`src/design/hufftw_pkg.sv`:
```
// Package for the tree-walk decoder: field widths, codes, payload and control types.
package hufftw_pkg;

	localparam int IDX_W           = 9;
	localparam int SYM_W           = 8;
	localparam int BYTE_BITS       = 8;
	localparam int BIT_IDX_W       = $clog2(BYTE_BITS);
	localparam int BIT_CNT_W       = $clog2(BYTE_BITS + 1);
	localparam int TOTAL_W         = 32;
	localparam int CFG_IDX_W       = 2;
	localparam int CFG_DATA_W      = 32;
	localparam int NODE_COUNT_DEF  = 512;
	localparam int SYMBOL_BITS_DEF = 8;

	localparam logic REQ_LOAD = 1'b0;
	localparam logic REQ_DATA = 1'b1;

	localparam logic ORDER_MSB_FIRST = 1'b0;

	typedef enum logic [CFG_IDX_W-1:0] {
		CFG_ROOT  = 2'd0,
		CFG_ORDER = 2'd1,
		CFG_TOTAL = 2'd2
	} cfg_reg_t;

	typedef enum logic [2:0] {
		ST_IDLE,
		ST_BIT,
		ST_STEP,
		ST_CHILD,
		ST_FLUSH
	} state_t;

	typedef struct packed {
		logic             req_type;
		logic [IDX_W-1:0] node_index;
		logic             node_is_leaf;
		logic [IDX_W-1:0] node_left;
		logic [IDX_W-1:0] node_right;
		logic [SYM_W-1:0] node_symbol;
		logic [7:0]       data_byte;
	} in_item_t;

	typedef struct packed {
		logic [SYM_W-1:0] symbol;
		logic             last_of_run;
		logic             final_symbol;
	} out_item_t;

	// controller -> datapath
	typedef struct packed {
		logic load;      // write node, restart walk, clear count
		logic take;      // latch data byte, clear bit count
		logic rd_here;   // read node the walk stands on
		logic rd_child;  // read child chosen by current bit
		logic emit;      // new symbol from read data
		logic go_root;   // walk back to root after a leaf
		logic descend;   // walk moves to the child just read
		logic adv;       // next bit of the byte
		logic flush;     // push held symbol as last of run
	} cmd_t;

	// datapath -> controller
	typedef struct packed {
		logic bits_left;
		logic last_bit;
		logic total_hit;
		logic at_root;
		logic rd_leaf;
		logic pend_valid;
		logic emit_ok;
		logic out_free;
	} status_t;

endpackage

```
`src/design/hufftw_ctrl.sv`:
```
// Sequencer for the tree walk: one node read per step, emission and run flush.
module hufftw_ctrl
	import hufftw_pkg::*;
(
	input  logic    clk,
	input  logic    arst_n,
	input  logic    in_valid,
	input  logic    req_type,
	input  status_t st,
	output cmd_t    cmd,
	output logic    busy
);

	state_t state_q, state_d;

	always_ff @(posedge clk or negedge arst_n) begin
		if (!arst_n) begin
			state_q <= ST_IDLE;
		end else begin
			state_q <= state_d;
		end
	end

	always_comb begin
		state_d = state_q;
		case (state_q)
			ST_IDLE: begin
				if (in_valid && req_type == REQ_DATA) begin
					state_d = ST_BIT;
				end
			end
			ST_BIT: begin
				if (!st.bits_left || st.total_hit) begin
					state_d = ST_FLUSH;
				end else begin
					state_d = ST_STEP;
				end
			end
			ST_STEP: begin
				if (st.at_root && st.rd_leaf) begin
					if (st.emit_ok) begin
						state_d = ST_BIT;
					end
				end else begin
					state_d = ST_CHILD;
				end
			end
			ST_CHILD: begin
				if (st.rd_leaf) begin
					if (st.emit_ok) begin
						state_d = ST_BIT;
					end
				end else if (st.last_bit) begin
					state_d = ST_BIT;
				end else begin
					// child data already in the read register
					state_d = ST_STEP;
				end
			end
			ST_FLUSH: begin
				if (!st.pend_valid || st.out_free) begin
					state_d = ST_IDLE;
				end
			end
			default: state_d = ST_IDLE;
		endcase
	end

	always_comb begin
		cmd  = '0;
		busy = 1'b1;
		case (state_q)
			ST_IDLE: begin
				busy     = 1'b0;
				cmd.load = in_valid && req_type == REQ_LOAD;
				cmd.take = in_valid && req_type == REQ_DATA;
			end
			ST_BIT: begin
				cmd.rd_here = st.bits_left && !st.total_hit;
			end
			ST_STEP: begin
				if (st.at_root && st.rd_leaf) begin
					cmd.emit = st.emit_ok;
					cmd.adv  = st.emit_ok;
				end else begin
					cmd.rd_child = 1'b1;
				end
			end
			ST_CHILD: begin
				if (st.rd_leaf) begin
					cmd.emit    = st.emit_ok;
					cmd.go_root = st.emit_ok;
					cmd.adv     = st.emit_ok;
				end else begin
					cmd.descend = 1'b1;
					cmd.adv     = 1'b1;
				end
			end
			ST_FLUSH: begin
				cmd.flush = st.pend_valid && st.out_free;
			end
			default: begin
				cmd  = '0;
				busy = 1'b1;
			end
		endcase
	end

endmodule

```
`config.mk`:
```
export PLATFORM = sky130hd
export DESIGN_NAME = hufftw_ctrl
export DESIGN_NICKNAME = d
export VERILOG_FILES = /design/src/design/hufftw_pkg.sv /design/src/design/hufftw_ctrl.sv
export SDC_FILE = /design/constraint.sdc
export NUM_CORES = 1
export LEC_CHECK = 0
export BUFFER_PORTS_ARGS = -buffer_cell sky130_fd_sc_hd__buf_4
export CAP_MARGIN = 25
export CORE_AREA = 3 3 40 42
export DETAILED_ROUTE_END_ITERATION = 7
export DIE_AREA = 0 0 43 45
export PLACE_DENSITY = 0.44
export SYNTH_ARGS = -nofsm -noshare
export SYNTH_HDL_FRONTEND = slang
export SYNTH_SLANG_ARGS = --single-unit
```
`constraint.sdc`:
```
create_clock -name clk -period 2.1 [get_ports clk]
set_clock_uncertainty 0.15 [all_clocks]
set_input_delay 0.105 -clock clk [delete_from_list [all_inputs] [get_ports clk]]
set_output_delay 0.105 -clock clk [all_outputs]
set_load 0.01 [all_outputs]
```
# Word level (Yosys, flattened, before mapping)
# Index checks and enable logic that the tools add are counted.
# word_totals
reg_bits	3
latchBits	0
ramBits	0
romBits	0
inputBits	12
output_inout_bits	10
word_cells	41
n_memories	0
# classes
addsub	0
mul	0
div_mod_pow	0
order_cmp	0
eq_ne	6
shift	0
muxes	21
n_bitwise	1
reduce_logical	12
# ops
operator	count
3-bit 2-to-1 mux	6
3-bit case mux with 5 select lines	1
1-bit 2-to-1 mux	8
2-bit 2-to-1 mux	4
3-bit by 2-bit == test with 1-bit output, second input constant	2
1-bit logical AND	5
2-bit != test, second input constant	2
1-bit case mux with 2 select lines	2
3-bit by 1-bit == test with 1-bit output, second input constant	1
3-bit == test, second input constant	1
1-bit logical NOT	3
3-bit logical NOT	1
1-bit logical OR	2
2-bit AND reduction	1
1-bit NOT	1

# Logic depth before layout (Yosys ltp)
# logic_depth
ltp_word	4
ltp_mapped	4
depth_no_buf	3

# Worst setup path after synthesis
# OpenSTA, ideal clock, no wires.
# synth_path
path_kind	reg-to-output
from	register state_q[1]
to	output cmd[8] in the netlist's numbering
arrival_time_ps	1085
required_ps	1845
slack_ps	760
stages_incl_launch_ff	3
n_path_buf	0
cell_sequence	dfrtp_1 or3_4 nor3b_2
# synth_lines
element	line	source
from (decl)	hufftw_ctrl.sv:14	state_t state_q, state_d;
from (signal assigned)	hufftw_ctrl.sv:20	state_q <= state_d;
to (decl)	hufftw_ctrl.sv:10	output cmd_t cmd,

==> flow_metrics.py <==
metrics = {
    "status": {
        "status": "finished, final reports clean",
    },
    "timing": {
        "timing.final.ws_setup_ns": 0.420,
        "rsz0062_at_grt": "no",
        "period_needed_ns": 1.68,
        "max_freq_ghz": 0.595,
        "hold_ws_ns": 0.0255,
        "fin_crit_sh_pct": 80.0,
        "finalSetupTns_ns": 0,
        "final-hold-violation-count": 0,
        "worstMarginPinSlew_ns": 0.353,
        "setup_violations": 0,
        "slew_viol_final": 0,
        "relSlewSlack_pct": 76.4,
    },
    "logic_synthesis": {
        "syn_area_um2": 272,
        "synth_edf_count": 0,
        "synth_top_area_share_pct": 27.6,
        "ys.flop_type": "dfrtp_1",
        "seq_area_frac_synth_pct": 27.6,
        "syn_nets": 45,
        "yosysTopAreaCell": "dfrtp_1",
        "synth_area_leaders": "dfrtp_1, nor2b_1, nor3b_1, o211ai_1, nand2b_1",
        "yosysMostFrequentCell": "nor2b_1",
        "syn_inst": 33,
        "ys_async_sr_fraction_pct": 100,
        "avgSynthCellArea_um2": 8.23,
        "synthTopCellsByCount": "nor2b_1, dfrtp_1, nand2_1, nor2_1",
        "ys.warnings.count": 0,
        "synth_seq_cells": 3,
        "ys_types": 21,
    },
    "cts": {
        "ctsHoldBuffers": 1,
        "ctsResizeCount": 0,
        "cts_setup_buffers": 0,
        "clkTransAtPathRegs_ns": 0.04,
        "clock_path_buffers": 2,
        "cts_made_buffers": 3,
        "ctsHtreeMaxLevel": 1,
        "clock-root-buffer": "clkbuf_4",
        "cts_sinks": 3,
        "clk_latency_ns": 0.23,
        "tritoncts": "built",
    },
    "floorplan": {
        "die_h_um": 45,
        "start_util_pct": 21.1,
        "pin_count": 22,
        "chipWidth_um": 43,
        "die_area_um2": 1940,
        "num_rows": 13,
        "core_um2": 1280,
    },
    "drt": {
        "detail_route.first_pass.iterations": 4,
        "routed_wl_um": 798,
        "final_antenna_net_count": 0,
        "routed_via_density": 4.52,
        "first_iter_violations": 12,
        "drcViolationCount": 0,
        "routedWlPerCell_um": 10.9,
        "num_vias": 330,
    },
    "worst_setup_path": {
        "worstPathRequired_ns": 1.85,
        "max_stage_delay_ns": 0.48,
        "path_class": "flop to primary output",
        "cp-start-kind": "flop",
        "crit_path_top_delay_cell": "dfrtp_1",
        "reg2reg_slack_ns": 0.76,
        "crit_path_cell_trace": "or3_4 -> nor3b_2 -> buf_4",
        "cp-end-kind": "primary output",
        "critPathArrivalTime_ns": 1.42,
        "worstPathMaxFanout": 12,
    },
    "finish": {
        "fillers": 150,
        "top_register": "state_q",
        "largest_reg_flops": 3,
        "drive_gt1_share_pct": 46.6,
        "area_growth_pct": 76.5,
        "final_cells": 73,
        "fin_nets": 71,
        "largestRegisters": "state_q (3)",
        "diodes": 0,
    },
    "global_routing": {
        "grt_pass1_wl_um": 1350,
        "grt_max_degree": 13,
        "grt-ovfl-total": 0,
        "grt_antenna_before_repair": 0,
        "grt_use_total_pct": 9.25,
        "grt_pass1_vias": 342,
    },
    "power_and_ir_drop": {
        "ir_drop_v": 0.000329,
        "power_density_nw_per_um2": 995,
        "p_leak_nw": 0.220,
        "power_mw": 0.477,
    },
    "place": {
        "place_ws_ns": 0.661,
        "portBuffers": 21,
        "gp_congestion": 0.691,
        "dp_hpwl_um": 648,
        "dp.cells": 68,
    },
    "flow_run": {
        "drv_cap": 0,
    },
    "min_path": {
        "hp-class": "primary input to flop",
    },
}
metal layers:
layer | track usage [%] | share of wire (%) | vias to the layer above
met2 | 13.5 | 42 | 20
li1 | - | - | 171
met4 | 7.23 | 0 | 0
met1 | 10.9 | 44 | 139
met5 | 0 | 0 | -
met3 | 3.59 | 14 | 0
through the flow:
stage                     util (%)  cell area [um^2]
after floorplan                  -               272
after global placement        34.5               443
after detailed placement      34.5               443
after CTS                     37.3               479
after global routing          37.3               479
final                         37.3               479
where the power goes:
part           leakage (nW)  switching, mW  internal, mW
logic                 0.165          0.105         0.142
registers            0.0399         0.0490        0.0821
clock network        0.0150         0.0271        0.0710
total                 0.220          0.181         0.296
area by class of cell:
| class | count | area [um^2] | share of cell area, % |
|---|---|---|---|
| Tap cell | 15 | 18.8 | 3.92 |
| Clock buffer | 4 | 26.3 | 5.48 |
| Multi-Input combinational cell | 29 | 191 | 39.9 |
| Timing Repair Buffer | 22 | 168 | 35.0 |
| Sequential cell | 3 | 75.1 | 15.7 |
worst max-delay path, delay by kind of cell (launching register included):
| kind | cells | cell delay [ns] |
|---|---|---|
| and+or+nand+nor | 2 | 0.58 |
| DFF | 1 | 0.48 |
| buffers and inverters | 1 | 0.14 |
logic make-up after synthesis:
kind of cell           after synthesis  synth area share, %
DFF                                  3                 27.6
and+or+nand+nor                     22                 52.1
AOI/OAI and AO/OA                    7                 18.4
buffers and inverters                1                 1.84
layout by cell type (no fill, tap or decap), types with 2 or more instances in the layout:
cell type,count
nand2b_1,2
clkbuf_4,3
nor3b_1,2
nor2_1,3
o211ai_1,2
buf_4,21
nor2b_1,4
nand2_1,3
dfrtp_1,3
path summary, 6_finish.rpt:
| kind | startpoint | to | depth (start not counted) |
|---|---|---|---|
| min in group asynchronous | arst_n | state_q[0] | 2 |
| hold / removal | st[0] | state_q[2] | 3 |
| setup reg to reg | state_q[0] | state_q[1] | 3 |
| setup / recovery | state_q[0] | cmd[8] | 3 |
| hold reg to reg | state_q[2] | state_q[0] | 1 |
| max in group asynchronous | arst_n | state_q[2] | 2 |
Note: power is estimated with default switching activity, not from simulation.
